<file path="src/sr_pkg.sv">
// shared types and constants of the selective-repeat receiver
// no dependencies
package sr_pkg;

    localparam int CFG_DATA_BITS  = 9;
    localparam int CFG_INDEX_BITS = 1;
    localparam int MOD_REG_BITS   = 9;
    localparam int WIN_REG_BITS   = 5;
    localparam int ACK_BITS       = 8;

    localparam logic [MOD_REG_BITS-1:0] MOD_RESET = 9'd8;
    localparam logic [WIN_REG_BITS-1:0] WIN_RESET = 5'd4;

    typedef enum logic [CFG_INDEX_BITS-1:0] {
        CFG_MODULUS = 1'b0,
        CFG_WINDOW  = 1'b1
    } cfg_index_t;

    typedef enum logic [0:0] {
        KIND_DELIVER = 1'b0,
        KIND_ACK     = 1'b1
    } result_kind_t;

    typedef enum logic [1:0] {
        ST_IDLE,
        ST_REM,
        ST_DRAIN
    } state_t;

    typedef struct packed {
        logic load;
        logic shift;
    } cell_ctl_t;

endpackage

</file>
<file path="src/sr_rem.sv">
// remainder unit: x mod m, one bit per cycle, restoring
// skips the iteration when x is already below m; uses sr_pkg
module sr_rem
    import sr_pkg::*;
#(
    parameter int W = 8
)
(
    input  logic         clk,
    input  logic         rst_n,
    input  logic         start,
    input  logic [W-1:0] x,
    input  logic [W:0]   m,
    output logic         busy,
    output logic [W-1:0] r
);

    localparam int CNTW = $clog2(W + 1);

    logic            busy_reg, busy_next;
    logic [CNTW-1:0] cnt_reg, cnt_next;
    logic [W-1:0]    r_reg, r_next;
    logic [W-1:0]    x_reg, x_next;
    logic [W:0]      trial;
    logic [W:0]      diff;

    assign trial = {r_reg, x_reg[W-1]};
    assign diff  = trial - m;

    always_comb
    begin
        busy_next = busy_reg;
        cnt_next  = cnt_reg;
        r_next    = r_reg;
        x_next    = x_reg;
        if (start)
        begin
            if ({1'b0, x} < m)
            begin
                r_next = x;
            end
            else
            begin
                r_next    = '0;
                x_next    = x;
                cnt_next  = CNTW'(W);
                busy_next = 1'b1;
            end
        end
        else if (busy_reg)
        begin
            r_next   = (trial >= m) ? diff[W-1:0] : trial[W-1:0];
            x_next   = x_reg << 1;
            cnt_next = cnt_reg - CNTW'(1);
            if (cnt_reg == CNTW'(1))
            begin
                busy_next = 1'b0;
            end
        end
    end

    always_ff @(posedge clk or negedge rst_n)
    begin
        if (!rst_n)
        begin
            busy_reg <= 1'b0;
            cnt_reg  <= '0;
        end
        else
        begin
            busy_reg <= busy_next;
            cnt_reg  <= cnt_next;
        end
    end

    always_ff @(posedge clk)
    begin
        r_reg <= r_next;
        x_reg <= x_next;
    end

    assign busy = busy_reg;
    assign r    = r_reg;

endmodule

</file>
<file path="src/sr_cell.sv">
// one buffer cell of the receive window chain
// holds a filled flag and a payload, loads a request or takes its neighbour's content; uses sr_pkg
module sr_cell
    import sr_pkg::*;
#(
    parameter int PAYLOAD_BITS = 32
)
(
    input  logic                    clk,
    input  logic                    rst_n,
    input  cell_ctl_t               ctl,
    input  logic                    fill_in,
    input  logic [PAYLOAD_BITS-1:0] word_in,
    input  logic [PAYLOAD_BITS-1:0] wr_word,
    output logic                    filled,
    output logic [PAYLOAD_BITS-1:0] word
);

    logic                    filled_reg, filled_next;
    logic [PAYLOAD_BITS-1:0] payload_reg, payload_next;

    always_comb
    begin
        filled_next  = filled_reg;
        payload_next = payload_reg;
        priority if (ctl.load)
        begin
            filled_next  = 1'b1;
            payload_next = wr_word;
        end
        else if (ctl.shift)
        begin
            filled_next  = fill_in;
            payload_next = word_in;
        end
    end

    always_ff @(posedge clk or negedge rst_n)
    begin
        if (!rst_n)
        begin
            filled_reg <= 1'b0;
        end
        else
        begin
            filled_reg <= filled_next;
        end
    end

    always_ff @(posedge clk)
    begin
        payload_reg <= payload_next;
    end

    assign filled = filled_reg;
    assign word   = payload_reg;

endmodule

</file>
<file path="src/selective_repeat_receiver_top.sv">
// selective-repeat receiver top level: sequencer, window cell chain, remainder units
// uses sr_pkg, sr_rem, sr_cell
//
// channel   direction  handshake                 contents
// request   in         start & !busy             seq_num, payload_word, checksum_ok
// result    out        result_valid, one cycle   result_kind, delivered_word, ack_num, last
// config    in         cfg_we                    cfg_index, cfg_data
//
// busy stays high after a request is taken while the remainders are formed and its payloads are delivered;
// when seq_num or the base is at or above the modulus the remainder units first run their restoring iterations
// delivery drains the cell chain one slot a cycle; a bad checksum request is dropped at once
// reset clears the filled flags, the base and the sequencer; there is no clearing pass
// results cannot be stalled; each is shown for exactly one cycle
module selective_repeat_receiver_top
    import sr_pkg::*;
#(
    parameter int MAX_WINDOW   = 16,
    parameter int SEQ_BITS     = 8,
    parameter int PAYLOAD_BITS = 32
)
(
    input  logic                      clk,
    input  logic                      rst_n,
    input  logic                      start,
    output logic                      busy,
    input  logic [SEQ_BITS-1:0]       seq_num,
    input  logic [PAYLOAD_BITS-1:0]   payload_word,
    input  logic                      checksum_ok,
    output logic                      result_valid,
    output logic                      result_kind,
    output logic [PAYLOAD_BITS-1:0]   delivered_word,
    output logic [ACK_BITS-1:0]       ack_num,
    output logic                      last,
    input  logic                      cfg_we,
    input  logic [CFG_INDEX_BITS-1:0] cfg_index,
    input  logic [CFG_DATA_BITS-1:0]  cfg_data
);

    localparam int MW  = SEQ_BITS + 1;
    localparam int CW  = (MW > MOD_REG_BITS) ? MW : MOD_REG_BITS;
    localparam int WWA = $clog2(MAX_WINDOW + 1);
    localparam int WW  = (WWA > WIN_REG_BITS) ? WWA : WIN_REG_BITS;
    localparam int XW  = (MW > WW) ? MW : WW;

    // configuration
    logic [MOD_REG_BITS-1:0] modulus_reg;
    logic [WIN_REG_BITS-1:0] window_reg;

    always_ff @(posedge clk or negedge rst_n)
    begin
        if (!rst_n)
        begin
            modulus_reg <= MOD_RESET;
            window_reg  <= WIN_RESET;
        end
        else if (cfg_we)
        begin
            unique case (cfg_index_t'(cfg_index))
                CFG_MODULUS: modulus_reg <= cfg_data[MOD_REG_BITS-1:0];
                CFG_WINDOW:  window_reg  <= cfg_data[WIN_REG_BITS-1:0];
            endcase
        end
    end

    // effective modulus and window
    logic [CW-1:0] mod_ext;
    logic [CW-1:0] mod_top;
    logic [CW-1:0] mod_clamp;
    logic [MW-1:0] mod_eff;
    logic [WW-1:0] win_ext;
    logic [WW-1:0] win_eff;

    assign mod_ext   = CW'(modulus_reg);
    assign mod_top   = CW'(1) << SEQ_BITS;
    assign mod_clamp = (mod_ext < CW'(2)) ? CW'(2) :
                       (mod_ext > mod_top) ? mod_top : mod_ext;
    assign mod_eff   = mod_clamp[MW-1:0];
    assign win_ext   = WW'(window_reg);
    assign win_eff   = (win_ext > WW'(MAX_WINDOW)) ? WW'(MAX_WINDOW) : win_ext;

    // sequencer state
    state_t                  state_reg, state_next;
    logic [SEQ_BITS-1:0]     base_reg, base_next;
    logic [SEQ_BITS-1:0]     seq_reg, seq_next;
    logic [PAYLOAD_BITS-1:0] word_reg, word_next;
    logic                    valid_reg, valid_next;
    result_kind_t            kind_reg, kind_next;
    logic [PAYLOAD_BITS-1:0] dword_reg, dword_next;
    logic [ACK_BITS-1:0]     ack_reg, ack_next;
    logic                    last_reg, last_next;

    // remainder units
    logic                rem_start;
    logic                rem_busy_s;
    logic                rem_busy_b;
    logic [SEQ_BITS-1:0] rs;
    logic [SEQ_BITS-1:0] rb;

    sr_rem #(.W(SEQ_BITS)) u_rem_seq (
        .clk   (clk),
        .rst_n (rst_n),
        .start (rem_start),
        .x     (seq_num),
        .m     (mod_eff),
        .busy  (rem_busy_s),
        .r     (rs)
    );

    sr_rem #(.W(SEQ_BITS)) u_rem_base (
        .clk   (clk),
        .rst_n (rst_n),
        .start (rem_start),
        .x     (base_reg),
        .m     (mod_eff),
        .busy  (rem_busy_b),
        .r     (rb)
    );

    // offset from the base and slot selection
    logic [MW-1:0]         off;
    logic                  in_win;
    logic [MAX_WINDOW-1:0] sel_vec;
    logic [MAX_WINDOW-1:0] filled_vec;
    logic                  slot_taken;
    logic [MAX_WINDOW-1:0] load_vec;
    logic                  shift_all;

    logic [PAYLOAD_BITS-1:0] word_vec [MAX_WINDOW];
    cell_ctl_t               ctl_vec  [MAX_WINDOW];

    assign off = (rs >= rb) ? (MW'(rs) - MW'(rb)) : (MW'(rs) + mod_eff - MW'(rb));
    assign in_win     = XW'(off) < XW'(win_eff);
    assign slot_taken = |(filled_vec & sel_vec);

    // window cell chain, cell k holds offset k from the base
    for (genvar i = 0; i < MAX_WINDOW; i++)
    begin : g_cell
        logic                    fill_in;
        logic [PAYLOAD_BITS-1:0] word_in;

        assign sel_vec[i]       = XW'(off) == XW'(i);
        assign ctl_vec[i].load  = load_vec[i];
        assign ctl_vec[i].shift = shift_all;

        if (i == MAX_WINDOW - 1)
        begin : g_end
            assign fill_in = 1'b0;
            assign word_in = '0;
        end
        else
        begin : g_mid
            assign fill_in = filled_vec[i+1];
            assign word_in = word_vec[i+1];
        end

        sr_cell #(.PAYLOAD_BITS(PAYLOAD_BITS)) u_cell (
            .clk     (clk),
            .rst_n   (rst_n),
            .ctl     (ctl_vec[i]),
            .fill_in (fill_in),
            .word_in (word_in),
            .wr_word (word_reg),
            .filled  (filled_vec[i]),
            .word    (word_vec[i])
        );
    end

    // base advance, wrapping at the modulus
    logic [MW-1:0]       base_plus;
    logic [SEQ_BITS-1:0] base_inc;

    assign base_plus = MW'(base_reg) + MW'(1);
    assign base_inc  = (base_plus == mod_eff) ? '0 : base_plus[SEQ_BITS-1:0];

    always_comb
    begin
        state_next = state_reg;
        base_next  = base_reg;
        seq_next   = seq_reg;
        word_next  = word_reg;
        rem_start  = 1'b0;
        load_vec   = '0;
        shift_all  = 1'b0;
        valid_next = 1'b0;
        kind_next  = KIND_ACK;
        dword_next = '0;
        ack_next   = '0;
        last_next  = 1'b0;
        unique case (state_reg)
            ST_IDLE:
            begin
                if (start && checksum_ok)
                begin
                    rem_start  = 1'b1;
                    seq_next   = seq_num;
                    word_next  = payload_word;
                    state_next = ST_REM;
                end
            end
            ST_REM:
            begin
                if (!rem_busy_s && !rem_busy_b)
                begin
                    if (in_win && !slot_taken)
                    begin
                        load_vec = sel_vec;
                        // here the base is set to its remainder only when the slot at the base gets filled
                        if (off == '0)
                        begin
                            base_next = rb;
                        end
                    end
                    state_next = ST_DRAIN;
                end
            end
            ST_DRAIN:
            begin
                valid_next = 1'b1;
                if (filled_vec[0])
                begin
                    shift_all  = 1'b1;
                    kind_next  = KIND_DELIVER;
                    dword_next = word_vec[0];
                    base_next  = base_inc;
                end
                else
                begin
                    ack_next   = ACK_BITS'(seq_reg);
                    last_next  = 1'b1;
                    state_next = ST_IDLE;
                end
            end
            default:
            begin
                state_next = ST_IDLE;
            end
        endcase
    end

    always_ff @(posedge clk or negedge rst_n)
    begin
        if (!rst_n)
        begin
            state_reg <= ST_IDLE;
            base_reg  <= '0;
            valid_reg <= 1'b0;
        end
        else
        begin
            state_reg <= state_next;
            base_reg  <= base_next;
            valid_reg <= valid_next;
        end
    end

    always_ff @(posedge clk)
    begin
        seq_reg   <= seq_next;
        word_reg  <= word_next;
        kind_reg  <= kind_next;
        dword_reg <= dword_next;
        ack_reg   <= ack_next;
        last_reg  <= last_next;
    end

    assign busy           = state_reg != ST_IDLE;
    assign result_valid   = valid_reg;
    assign result_kind    = kind_reg;
    assign delivered_word = dword_reg;
    assign ack_num        = ack_reg;
    assign last           = last_reg;

    // a delivery is always followed by more results of the same request
    a_deliver_busy: assert property (@(posedge clk) disable iff (!rst_n)
        (valid_reg && !last_reg) |-> busy)
        else $error("delivery shown with the sequencer idle");

    // the acknowledgement closes a request and is never followed at once by another result
    a_ack_gap: assert property (@(posedge clk) disable iff (!rst_n)
        (valid_reg && last_reg) |=> !valid_reg)
        else $error("result directly after an acknowledgement");

    // draining always empties the slot at the base
    a_base_empty: assert property (@(posedge clk) disable iff (!rst_n)
        (state_reg == ST_REM) |-> !filled_vec[0])
        else $error("slot at the base still filled at a new request");

    // a good request always starts work
    a_take: assert property (@(posedge clk) disable iff (!rst_n)
        (start && !busy && checksum_ok) |=> busy)
        else $error("good request not taken");

endmodule
</file>
<file path="config.mk">
export PLATFORM = sky130hd
export DESIGN_NAME = selective_repeat_receiver_top
export DESIGN_NICKNAME = d
export VERILOG_FILES = /design/src/sr_pkg.sv /design/src/sr_rem.sv /design/src/sr_cell.sv /design/src/selective_repeat_receiver_top.sv
export SDC_FILE = /design/constraint.sdc
export NUM_CORES = 1
export LEC_CHECK = 0
export ABC_CLOCK_PERIOD_IN_PS = 11600
export BUFFER_PORTS_ARGS = -buffer_cell sky130_fd_sc_hd__clkbuf_2
export CAP_MARGIN = 30
export CORE_MARGIN = 1.5
export CORE_UTILIZATION = 26
export DETAILED_ROUTE_END_ITERATION = 8
export PLACE_DENSITY = 0.37
export SYNTH_ARGS = -nofsm -noshare
export SYNTH_HDL_FRONTEND = slang
export SYNTH_SLANG_ARGS = --single-unit
</file>
<file path="constraint.sdc">
create_clock -name clk -period 11.6 [get_ports clk]
set_input_delay 0 -clock clk [delete_from_list [all_inputs] [get_ports clk]]
set_output_delay 0 -clock clk [all_outputs]
set_load 0.03 [all_outputs]
</file>
[After elaboration in Yosys (flattened, before gate mapping)]
Index checks and enable logic that the tools add are counted.
Word-level totals
  bits in registers: 677
  bits of input ports: 55
Cells by class
  add/sub/neg operators: 8
  $lt $le $gt $ge: 9
  equal/unequal tests: 28
  mux-type cells: 115
  bitwise gates (word level): 3
  reductions and logical operators: 38
Operator list (count)
  $mux 32: 32
  $mux 8: 19
  $eq 9x4->1 const B: 8
  $mux 16: 3
  $mux 1: 46
  $reduce_bool 2->1: 20
  $eq 9x3->1 const B: 4
  $mux 9: 3
  $mux 4: 6
  $eq 9x2->1 const B: 2
  $ge 9x9->1: 2
  $lt 8x9->1: 2
  $and 16x16->16: 1
  $pmux 8 s2: 1
  $reduce_or 16->1: 1
  $sub 8x8->8: 2
  $ne 2x2->1 const B: 7
  $reduce_and 2->1: 6
  $add 8x1->9 const B: 1
  $add 8x9->9: 1
  $eq 9x1->1 const B: 1
  $eq 9x9->1: 1
  $gt 9x9->1 const B: 1
  $logic_not 9->1: 1
  other kinds (21): 30

[Longest topological paths before layout]
Gate-level depths: netlist (run 1).
  depth after elaboration: 15
  depth in mapped cells: 22
  mapped depth without buffers: 19

[Hierarchy]
From an unflattened synthesis (run 1), not the netlist that was laid out.
Second synthesis, totals
  cells, all modules: 2039
  area, all modules: 33636.0 um^2
By module, submodules not included
  sr_cell: instances 16, cells each 72, area each 1544.0 um^2
  selective_repeat_receiver_top: instances 1, cells each 515, area each 5476.5 um^2
  sr_rem: instances 2, cells each 186, area each 1727.9 um^2

[Worst setup path before layout (run 1)]
No wires, ideal clock.
  path kind: reg2reg
  from: reg modulus_reg[5], in the netlist mod_ext[5]
  to: reg g_cell[8].u_cell.payload_reg[0], enable pin
  data arrival time: 7.233 ns
  data required time: 11.134 ns
  path slack: 3.901 ns
  cell stages (with the launch flop): 18
  buffers on the path: 0
  period minus slack after synthesis: 7.699 ns
  cells stage by stage: dfrtp_1 -> or4_1 -> nor4_1 -> o21a_1 -> fa_1 -> ha_1 -> a211oi_1 -> nor2_1 -> xnor2_1 -> o21ai_0 -> ha_1 -> o21ai_0 -> nor2_1 -> nor3_1 -> o21ai_0 -> a2111oi_4 -> o211ai_2 -> o21ai_0
Between the ends
  cells in the longest elaborated chain, start to end: 15
  elaborated cells on any way between the ends: 32
RTL lines
  from (decl): RTL line selective_repeat_receiver_top.sv:46  | logic [MOD_REG_BITS-1:0] modulus_reg;
  from (signal assigned): RTL line selective_repeat_receiver_top.sv:59  | CFG_MODULUS: modulus_reg <= cfg_data[MOD_REG_BITS-1:0];
  $gt 9x9->1: RTL line selective_repeat_receiver_top.sv:76  | (mod_ext > mod_top) ? mod_top : mod_ext;
  $mux 9: RTL line selective_repeat_receiver_top.sv:76
  $mux 9 (*): RTL line selective_repeat_receiver_top.sv:75  | assign mod_clamp = (mod_ext < CW'(2)) ? CW'(2) :
  $add 8x9->9 (*): RTL line selective_repeat_receiver_top.sv:131  | assign off = (rs >= rb) ? (MW'(rs) - MW'(rb)) : (MW'(rs) + mod_eff - MW'(rb));
  $sub 9x8->9 (*): RTL line selective_repeat_receiver_top.sv:131
  $mux 9 (*): RTL line selective_repeat_receiver_top.sv:131
  $eq 9x1->1 (tied with other cells): RTL line selective_repeat_receiver_top.sv:141  | assign sel_vec[i] = XW'(off) == XW'(i);
  $and 16x16->16: RTL line selective_repeat_receiver_top.sv:133  | assign slot_taken = |(filled_vec & sel_vec);
  $reduce_or 16->1: RTL line selective_repeat_receiver_top.sv:133
  $logic_not 1->1: RTL line selective_repeat_receiver_top.sv:204  | if (in_win && !slot_taken)
  $logic_and 1x1->1: RTL line selective_repeat_receiver_top.sv:204
  $mux 16 (*): RTL line selective_repeat_receiver_top.sv:204
  $mux 16 (*): RTL line selective_repeat_receiver_top.sv:202  | if (!rem_busy_s && !rem_busy_b)
  $mux 16 (*): RTL line selective_repeat_receiver_top.sv:189  | unique case (state_reg)
  $reduce_bool 2->1 (no source line) (*)
  to (signal assigned): RTL line sr_cell.sv:52  | payload_reg <= payload_next;
  to (decl): RTL line sr_cell.sv:20  | logic [PAYLOAD_BITS-1:0] payload_reg, payload_next;
Every way passes the cells marked *; elsewhere a longest branch is shown, timed or not.
A chain may end at the register's enable or synchronous reset.

[Final worst setup path (run 1)]
  from: reg modulus_reg[5], in the netlist mod_ext[5]
  to: reg g_cell[11].u_cell.payload_reg[9], enable pin
Between the ends
  cells in the longest elaborated chain, start to end: 15
  elaborated cells on any way between the ends: 32
RTL lines (RTL line)
  $gt 9x9->1: selective_repeat_receiver_top.sv:76
  $mux 9: selective_repeat_receiver_top.sv:76
  $mux 9 (*): selective_repeat_receiver_top.sv:75
  $add 8x9->9 (*): selective_repeat_receiver_top.sv:131
  $sub 9x8->9 (*): selective_repeat_receiver_top.sv:131
  $mux 9 (*): selective_repeat_receiver_top.sv:131
  $eq 9x1->1 (tied with other cells): selective_repeat_receiver_top.sv:141
  $and 16x16->16: selective_repeat_receiver_top.sv:133
  $reduce_or 16->1: selective_repeat_receiver_top.sv:133
  $logic_not 1->1: selective_repeat_receiver_top.sv:204
  $logic_and 1x1->1: selective_repeat_receiver_top.sv:204
  $mux 16 (*): selective_repeat_receiver_top.sv:204
  $mux 16 (*): selective_repeat_receiver_top.sv:202
  $mux 16 (*): selective_repeat_receiver_top.sv:189
  $reduce_bool 2->1 (no source line) (*)
  to (signal assigned): sr_cell.sv:52
  to (decl): sr_cell.sv:20
Marked as above.

==> results of run 1 <==
worst max-delay path, cell delays in order (launching register included):
cell       delay, ns
dfrtp_1         0.41
or4_1           0.51
nor4_1          0.54
o21a_1          0.29
fa_1            0.49
ha_1            0.31
a211oi_1        0.51
nor2_1          0.18
xnor2_1         0.18
o21ai_0         0.33
ha_1            0.32
o21ai_0         0.23
nor2_1          0.09
nor3_1          0.21
o21ai_0         0.21
a2111oi_4       0.70
o211ai_2        0.47
nor3_4          0.22
buf_4           0.42
nand2b_2        0.71
cells by family after synthesis:
family / synth area share
flip-flops: 0.646
adder cells (fa/ha/maj): 0.0311
buffers and inverters: 0.0242
AO/OA/AOI/OAI: 0.0400
XOR/XNOR: 0.00925
AND/OR/NAND/NOR: 0.0718
multiplexers: 0.178
path summary, 6_finish.rpt:
kind / slack [ns] / end / depth (start not counted)
worst max-delay path: 3.86 / g_cell[11].u_cell.word[9] / 19
min in group asynchronous: 0.08 / win_ext[1] / 3
worst min register to register: 0.46 / delivered_word[4] / 1
worst max register to register: 3.86 / g_cell[11].u_cell.word[9] / 19
max in group asynchronous: 10.96 / g_cell[12].u_cell.filled / 3
worst min-delay path: 0.06 / word_reg[18] / 2
layout make-up:
cell class | count | area (sq um)
multi-input combinational | 1209 | 10200
fill | 11477 | 80000
timing repair buffer | 198 | 1470
clock buffer | 118 | 2290
inverter | 59 | 223
tap | 1524 | 1910
clock inverter | 33 | 274
sequential | 677 | 19700
what timing repair did:
action	in CTS	in global routing
endpoints found under the hold margin	122	0
setup buffers	0	0
hold buffers	66	0
cells in the final DEF, fill, tap and decap left out, types with 9 or more instances in the layout:
cell           synthesis  layout
nand2_1              200     197
fa_1                  11      11
and3_1                47      47
clkbuf_16              0      83
xnor2_1               13      13
o21a_1                14      14
clkinv_2               0      15
xor2_1                14      14
a21oi_1               27      27
and2_1                34      34
nor2b_1                9       9
nor3_1                16      16
dfxtp_1               42      42
mux2i_1               19      19
buf_4                  6      29
mux2_1                16      16
nor2_1                62      55
dfrtp_1               49      49
ha_1                  58      58
clkinv_1               1      10
a21o_1                11      11
nand3_1               36      33
edfxtp_1             584     584
o21ai_0               50      44
inv_1                 57      56
dlygate4sd3_1          0      66
clkbuf_2               2      98
clkbuf_1              80      27
mux2_2               444     444
o22ai_1                9       9
metal layers:
metal  GRT usage  routed length (um)
met1       0.165               35200
met2       0.166               27800
met3      0.0210                2800
met4      0.0381                1610
met5           0                   0
stage by stage:
step                hold WS [ns]  utilization  cell area [sq um]  total power [mW]  std cells
finish                    0.0629        0.310              36000              7.27       3818
global route              0.0311        0.310              36000              7.73       3818
CTS                      0.00320        0.310              35900              7.39       3814
detailed placement         0.179        0.282              32700              4.85       3597
global placement           0.176        0.282              32700              4.82       3596
floorplan                 -0.296            -              30400              4.25       2067
power by group:
group	switching [mW]	internal (mW)	total, mW	leakage [nW]
combinational	1.18	0.682	1.86	5.28
clock	1.04	1.41	2.44	1.25
sequential	0.188	2.78	2.97	6.30
total	2.41	4.86	7.27	12.8
==> results_dict.tcl, run 1 <==
set metrics [dict create \
    clk_root_buffer_cell "clkbuf_16" \
    htree_levels 3 \
    placementRows 125 \
    syn_area_sq_um 30400 \
    rsz0062_at_grt "false" \
    r2r_start "mod_ext[5]" \
    setup_viol 0 \
    fin_tns_setup_ns 0 \
    synth_top_area_frac 0.576 \
    ys_warn_count 0 \
    post-route-period-util 0.667 \
    cts_tree "yes" \
    hold_path_class "in -> reg" \
    place_congestion 0.787 \
    ant_nets 0 \
    drt-initial-drc-count 1060 \
    grt_pass1_vias 17141 \
    tightest_slew_ns 1.03 \
    grt.overflow.total 0 \
    finalHoldViolations 0 \
    cp-startpoint "mod_ext[5]" \
    antenna_found_initial 0 \
    ios 99 \
    port_buffers 98 \
    synth_edf_count 584 \
    vias_per_cell 4.30 \
    synthCells 2067 \
    grt_pass1_wl_mm 106 \
    path_clk_slew_ns 0.06 \
    dieArea_sq_um 119000 \
    wirelength_mm 67.4 \
    routedWlPerCell_um 17.7 \
    vdd_drop_max_uv 129 \
    status "finished clean" \
    dp_hpwl_mm 45.5 \
    critPathKind "reg -> reg" \
    die_height_um 345 \
    diodes 0 \
    synth_seq_cells 677 \
    maxSlewViolCount 0 \
    place_ws_ns 3.92 \
    critical_path_required_ns 11.87 \
    drive_gt1_frac 0.320 \
    skew_ns 0.0328 \
    drt-pass1-iter-count 6 \
    async_flop_share 0.0753 \
    grt.total_usage 0.113 \
    synth_cell_types 78 \
    setup_ws_ns 3.86 \
    cap_violations 0 \
    cp-end-kind "flop" \
    coreArea_sq_um 116000 \
    cts_made_buffers 82 \
    clk_latency_ns 0.65 \
    largest_reg_flops 512 \
    area_growth_pct 18.3 \
    min_period_ns 7.74 \
    synth.most_common_cell "edfxtp_1" \
    cts_sinks 677 \
    syn_nets 2191 \
    synth.area.top_cells "edfxtp_1 58%, mux2_2 16%, dfrtp_1 4.0%" \
    hold_start "payload_word[18]" \
    seq_area_frac_synth 0.646 \
    cp_data_arrival_time_ns 8.00 \
    synth_top_cell_by_area "edfxtp_1" \
    drc 0 \
    cp_max_fo 34 \
    syn_avg_cell_area_sq_um 14.7 \
    start_util 0.262 \
    power_density_nw_per_um2 202 \
    cts.repair.resized 0 \
    grt_max_degree 52 \
    synth_common_cells "584 x edfxtp_1, 444 x mux2_2, 200 x nand2_1" \
    max_freq_mhz 129 \
    fin_nets 2351 \
    vias 16423 \
    dieWidth_um 345 \
    ys.flop_type "edfxtp_1" \
    clockBufferDepth 3 \
    startpoint_type "flop" \
    p_leak_nw 12.8 \
    max-slew-margin-rel 0.311 \
]
No activity file was read; power rests on OpenSTA's default activity.
==> run 2: changes to the inputs <==
--- a/config.mk
+++ b/config.mk
@@ -5,7 +5,7 @@
 export SDC_FILE = /design/constraint.sdc
 export NUM_CORES = 1
 export LEC_CHECK = 0
-export ABC_CLOCK_PERIOD_IN_PS = 11600
+export ABC_CLOCK_PERIOD_IN_PS = 7700
 export BUFFER_PORTS_ARGS = -buffer_cell sky130_fd_sc_hd__clkbuf_2
 export CAP_MARGIN = 30
 export CORE_MARGIN = 1.5
==> constraint.sdc (replaced) <==
create_clock -name clk -period 7.7 [get_ports clk]
set_input_delay 0 -clock clk [delete_from_list [all_inputs] [get_ports clk]]
set_output_delay 0 -clock clk [all_outputs]
set_load 0.03 [all_outputs]
==> results_dict.tcl, run 2 (synthesis results as in run 1) <==
set metrics [dict create \
    maxSlewViolCount 0 \
    max_freq_mhz 145 \
    critPathSlowestCell "or4_1" \
    cp_data_arrival_time_ns 7.27 \
    ant_nets 0 \
    fin_util 0.311 \
    p_int_mw 7.44 \
    fin_nets 2362 \
    critical_path_required_ns 8.09 \
    startpoint_type "flop" \
    p_leak_nw 12.9 \
    grt.total_usage 0.117 \
    place_ws_ns 0.765 \
    p_seq_frac 0.404 \
    whs_path_depth 2 \
    diodes 0 \
    grt_max_degree 52 \
    cp_top_family "compound AO/OA/AOI/OAI gates" \
    rsz0062_at_grt "false" \
    power_density_nw_per_um2 306 \
    status "finished clean" \
    critPathKind "reg -> reg" \
    r2r_setup_slack_ns 0.82 \
    skew_ns 0.0451 \
    p_switching_mw 3.61 \
    fin_area_sq_um 36100 \
    tightest_slew_ns 0.983 \
    final_cells 3820 \
    grt_pass1_wl_mm 109 \
    hold_start "payload_word[20]" \
    hold_path_class "in -> reg" \
    dieWidth_um 345 \
    max_stage_delay_ns 0.51 \
    critPathMostFrequentCell "o21ai_0" \
    htree_levels 3 \
    vdd_drop_max_uv 194 \
    grt_pass1_vias 17263 \
    cts_tree "yes" \
    area_growth_pct 18.7 \
    clk_root_buffer_cell "clkbuf_16" \
    fin_tns_setup_ns 0 \
    routedWlPerCell_um 18.2 \
    start_util 0.262 \
    antenna_found_initial 0 \
    dieArea_sq_um 119000 \
    max-slew-margin-rel 0.344 \
    cts_sinks 677 \
    place_congestion 0.785 \
    drt-initial-drc-count 1056 \
    vias 16591 \
    cts.repair.resized 0 \
    placed_cells 3614 \
    cts_made_buffers 83 \
    drive_gt1_frac 0.324 \
    coreArea_sq_um 116000 \
    wirelength_mm 69.5 \
    drc 0 \
    placementRows 125 \
    ios 99 \
    layout_commonest_cell "edfxtp_1" \
    cp_max_fo 32 \
    r2r_start "mod_ext[5]" \
    clk_latency_ns 0.66 \
    drt-pass1-iter-count 4 \
    rr_worst_depth 20 \
    dpl_cell_area_sq_um 32900 \
    vias_per_cell 4.34 \
    cp-end-kind "flop" \
    setup_ws_ns 0.821 \
    clockPowerShare 0.343 \
    cap_violations 0 \
    reg2reg_to "g_cell[7].u_cell.word[9]" \
    port_buffers 98 \
    grt.overflow.total 0 \
    die_height_um 345 \
    final_cell_mix "584 x edfxtp_1, 444 x mux2_2, 197 x nand2_1" \
    cp.buffers_inverters 2 \
    switching_share 0.327 \
    min_period_ns 6.88 \
    largest_reg_flops 512 \
    crit_path_cell_trace "or4_1, nor4_1, o21a_1, fa_1, ha_1, a211oi_1, nor2_1, xnor2_1, o21ai_0, ha_1, o21ai_0, nor2_1, nor3_1, o21ai_0, a2111oi_4, buf_4, o2111ai_2, nor2_4, buf_4, mux2_2" \
    path_clk_slew_ns 0.06 \
    dp_hpwl_mm 46.1 \
    clockBufferDepth 3 \
    post-route-period-util 0.893 \
    finalHoldViolations 0 \
    comb_power_share 0.253 \
    min_to "word_reg[20]" \
    setup_viol 0 \
]
-- run 2: power groups by stage --
stage                     clock (mW)  sequential [mW]  combinational [mW]
after floorplan                    0             4.39                2.01
after CTS                       3.94             4.47                2.81
after global routing            4.08             4.50                3.13
after detailed placement           0             4.54                2.77
final                           3.78             4.46                2.80
after global placement             0             4.54                2.74
-- run 2: worst register-to-register path, cell delays in order, from the launching register on --
cell and delay (ns):
dfrtp_1 0.41, or4_1 0.51, nor4_1 0.48, o21a_1 0.27
fa_1 0.49, ha_1 0.32, a211oi_1 0.46, nor2_1 0.17
xnor2_1 0.17, o21ai_0 0.30, ha_1 0.31, o21ai_0 0.17
nor2_1 0.06, nor3_1 0.24, o21ai_0 0.23, a2111oi_4 0.41
buf_4 0.24, o2111ai_2 0.42, nor2_4 0.20, buf_4 0.38
mux2_2 0.42
-- run 2: how the worst max path moves through the flow --
stage / startpoint / to / depth (start not counted) / slack [ns]
4_1_cts: mod_ext[5] / g_cell[10].u_cell.word[24] / 18 / 0.77
3_3_place_gp: mod_ext[5] / g_cell[12].u_cell.word[9] / 19 / 0.70
3_5_place_dp: mod_ext[5] / g_cell[10].u_cell.word[16] / 18 / 0.77
6_report: mod_ext[5] / g_cell[7].u_cell.word[9] / 20 / 0.82
5_1_grt: mod_ext[5] / g_cell[7].u_cell.word[28] / 20 / 0.19
2_1_floorplan: mod_ext[5] / g_cell[8].u_cell.word[0] / 17 / 0.0009
-- run 2: final cells by class --
class                   instances  area (sq um)
clock buffers                 109          2220
clock inverters                34           405
fillers                     11526         79900
inverters                      59           223
multi-input cells            1209         10200
flip-flops and latches        677         19700
well taps                    1524          1910
repair buffers                208          1520
-- run 2: what timing repair did --
item / in CTS / in global routing
hold buffers: 63 / 0
hold endpoints to repair: 122 / 0
buffers inserted: 0 / 0
setup endpoints to repair: 0 / 0
-- run 2: per-layer routing --
metal	wire, um	up-vias	global-route usage
met5	0	-	0
met1	35400	8172	0.168
met3	2540	92	0.0193
li1	-	8043	-
met4	1460	0	0.0381
met2	30100	284	0.177
-- run 2: metrics by stage --
step	hold slack [ns]	total power [mW]
2_1_floorplan	-0.296	6.40
3_3_place_gp	0.176	7.27
3_5_place_dp	0.179	7.30
4_1_cts	0.00204	11.2
5_1_grt	0.0296	11.7
6_report	0.0604	11.0
==> run 3: changes to the inputs <==
--- a/config.mk
+++ b/config.mk
@@ -5,13 +5,14 @@
 export SDC_FILE = /design/constraint.sdc
 export NUM_CORES = 1
 export LEC_CHECK = 0
+export ABC_AREA = 1
 export ABC_CLOCK_PERIOD_IN_PS = 7700
 export BUFFER_PORTS_ARGS = -buffer_cell sky130_fd_sc_hd__clkbuf_2
 export CAP_MARGIN = 30
 export CORE_MARGIN = 1.5
-export CORE_UTILIZATION = 26
+export CORE_UTILIZATION = 45
 export DETAILED_ROUTE_END_ITERATION = 8
-export PLACE_DENSITY = 0.37
+export PLACE_DENSITY = 0.58
 export SYNTH_ARGS = -nofsm -noshare
 export SYNTH_HDL_FRONTEND = slang
 export SYNTH_SLANG_ARGS = --single-unit
==> results_dict.tcl, run 3 <==
set metrics [dict create \
    rsz0062_at_grt "false" \
    synth.area.mux_share 0.000640 \
    ios 99 \
    max-slew-margin-rel 0.385 \
    drt-initial-drc-count 1924 \
    tightest_slew_ns 0.923 \
    clockPowerShare 0.244 \
    largest_reg_flops 512 \
    grt_max_degree 167 \
    cp-startpoint "mod_ext[6]" \
    grt_pass1_vias 23307 \
    post-route-period-util 0.810 \
    dp_hpwl_mm 51.3 \
    synth_edf_count 584 \
    setup_viol 0 \
    layout_commonest_cell "nand2_1" \
    dieArea_sq_um 79900 \
    cp_max_fo 34 \
    synth_cell_types 46 \
    ant_nets 0 \
    cp_top_family "simple AND/OR/NAND/NOR gates" \
    cts_sinks 677 \
    fin_tns_setup_ns 0 \
    vdd_drop_max_uv 361 \
    fin_nets 4382 \
    dieWidth_um 283 \
    p_switching_mw 6.10 \
    worst-path-stages 26 \
    comb_power_share 0.387 \
    fin_util 0.513 \
    endpoint "g_cell[6].u_cell.word[10]" \
    dr_wl_met2_mm 34.1 \
    cp.buffers_inverters 2 \
    coreArea_sq_um 77500 \
    placementRows 102 \
    clk_root_buffer_cell "clkbuf_16" \
    ys.flop_type "edfxtp_1" \
    port_buffers 98 \
    place_congestion 0.919 \
    multi_input_area_sq_um 10600 \
    rr_worst_depth 26 \
    seq_area_sq_um 19700 \
    vias_per_cell 4.66 \
    critical_path_required_ns 7.96 \
    drive_gt1_frac 0.0764 \
    antenna_found_initial 0 \
    seq_area_frac_synth 0.559 \
    cts_setup_buffers 0 \
    cts_tree "yes" \
    htree_levels 3 \
    max_freq_mhz 160 \
    synth_top_area_frac 0.498 \
    synth.area.top_cells "edfxtp_1 50%, nand2_1 13%, inv_1 11%" \
    wirelength_mm 77.3 \
    synth_top_cell_by_area "edfxtp_1" \
    final_cell_mix "1216 x nand2_1, 1074 x inv_1, 584 x edfxtp_1" \
    grt.overflow.total 0 \
    cap_violations 0 \
    async_flop_share 0.0753 \
    reg2reg_to "g_cell[6].u_cell.word[10]" \
    synth.most_common_cell "nand2_1" \
    critPathMostFrequentCell "nand2_1" \
    synth_common_cells "1217 x nand2_1, 1075 x inv_1, 584 x edfxtp_1" \
    start_util 0.454 \
    synthAdderAreaFrac 0.0269 \
    die_height_um 283 \
    vias 24990 \
    dpl_cell_area_sq_um 36600 \
    wl_met3_mm 4.17 \
    wl_met1_mm 37.9 \
    synth_top_family_by_area "simple AND/OR/NAND/NOR gates" \
    min_period_ns 6.24 \
    drc 0 \
    cts_hold_buf 57 \
    synth_compound_area_frac 0.0211 \
    area_growth_pct 12.8 \
    cts.repair.resized 0 \
    max_stage_delay_ns 0.60 \
    maxUsedRoutingLayer "met4" \
    path_clk_slew_ns 0.06 \
    clk_latency_ns 0.63 \
    whs_ns 0.0531 \
    cp_data_arrival_time_ns 6.49 \
    synthSimpleGateAreaFrac 0.241 \
    diodes 0 \
    fin_area_sq_um 39700 \
    routedWlPerCell_um 14.4 \
    synthCells 4167 \
    r2r_setup_slack_ns 1.46 \
    grt_pass1_wl_mm 126 \
    cp-end-kind "flop" \
    synth_seq_cells 677 \
    critPathKind "reg -> reg" \
    p_leak_nw 20.5 \
    syn_area_sq_um 35200 \
    skew_ns 0.0344 \
    finalHoldViolations 0 \
    power_density_nw_per_um2 381 \
    p_int_mw 9.04 \
    switching_share 0.403 \
    drt-pass1-iter-count 5 \
    fillers 7249 \
    p_seq_frac 0.369 \
    clockBufferDepth 3 \
    ys_warn_count 0 \
    grt.total_usage 0.198 \
    syn_avg_cell_area_sq_um 8.44 \
    maxSlewViolCount 0 \
    cts_made_buffers 79 \
    r2r_start "mod_ext[6]" \
    finalPower_mw 15.1 \
    syn_nets 4291 \
    status "finished clean" \
    hold_path_class "in -> async" \
    startpoint_type "flop" \
    synthXorXnorAreaFrac 0.00772 \
    critPathSlowestCell "nor2_4" \
]
run 3: stage by stage:
stage | setup slack [ns] | instances
floorplan | 2.16 | 4167
global placement | 1.51 | 5158
detailed placement | 1.46 | 5159
CTS | 1.42 | 5358
global route | 0.884 | 5359
finish | 1.46 | 5359
run 3: layout make-up:
class                           count  share of cell area
Clock inverter                     37             0.00970
Multi-Input combinational cell   2206               0.266
Clock buffer                      105              0.0548
Inverter                         1084               0.102
Timing Repair Buffer              210              0.0389
Tap cell                         1040              0.0328
Sequential cell                   677               0.495
run 3: power by group through the flow:
stage / Combinational (mW) / Sequential (mW) / Clock, mW
finish: 5.85 / 5.59 / 3.69
CTS: 5.83 / 5.59 / 3.80
floorplan: 4.42 / 5.64 / 0
global placement: 5.74 / 5.65 / 0
global route: 6.63 / 5.68 / 3.93
detailed placement: 5.78 / 5.66 / 0
run 3: worst min-delay path, delay by kind of cell:
family | cells | cell delay (ns)
buffers and inverters | 3 | 1.16
run 3: logic make-up after synthesis:
logic type,count (synthesis)
AOI/OAI and AO/OA,141
xor gates and xnor gates,31
adders and majority gates,69
buffers and inverters,1284
DFF,677
muxes,2
and+or+nand+nor,1963
run 3: layer usage:
layer | up-vias | track usage
met5 | - | 0
met4 | 0 | 0.0470
met3 | 92 | 0.0291
met2 | 528 | 0.307
met1 | 11426 | 0.291
li1 | 12944 | -
run 3: how the worst min path moves through the flow:
stage | from | endpoint
detailed placement | payload_word[31] | word_reg[31]
finish | rst_n | u_rem_base.cnt_reg[0]
global route | payload_word[27] | word_reg[27]
floorplan | rst_n | base_reg[0]
CTS | payload_word[29] | word_reg[29]
global placement | payload_word[5] | word_reg[5]
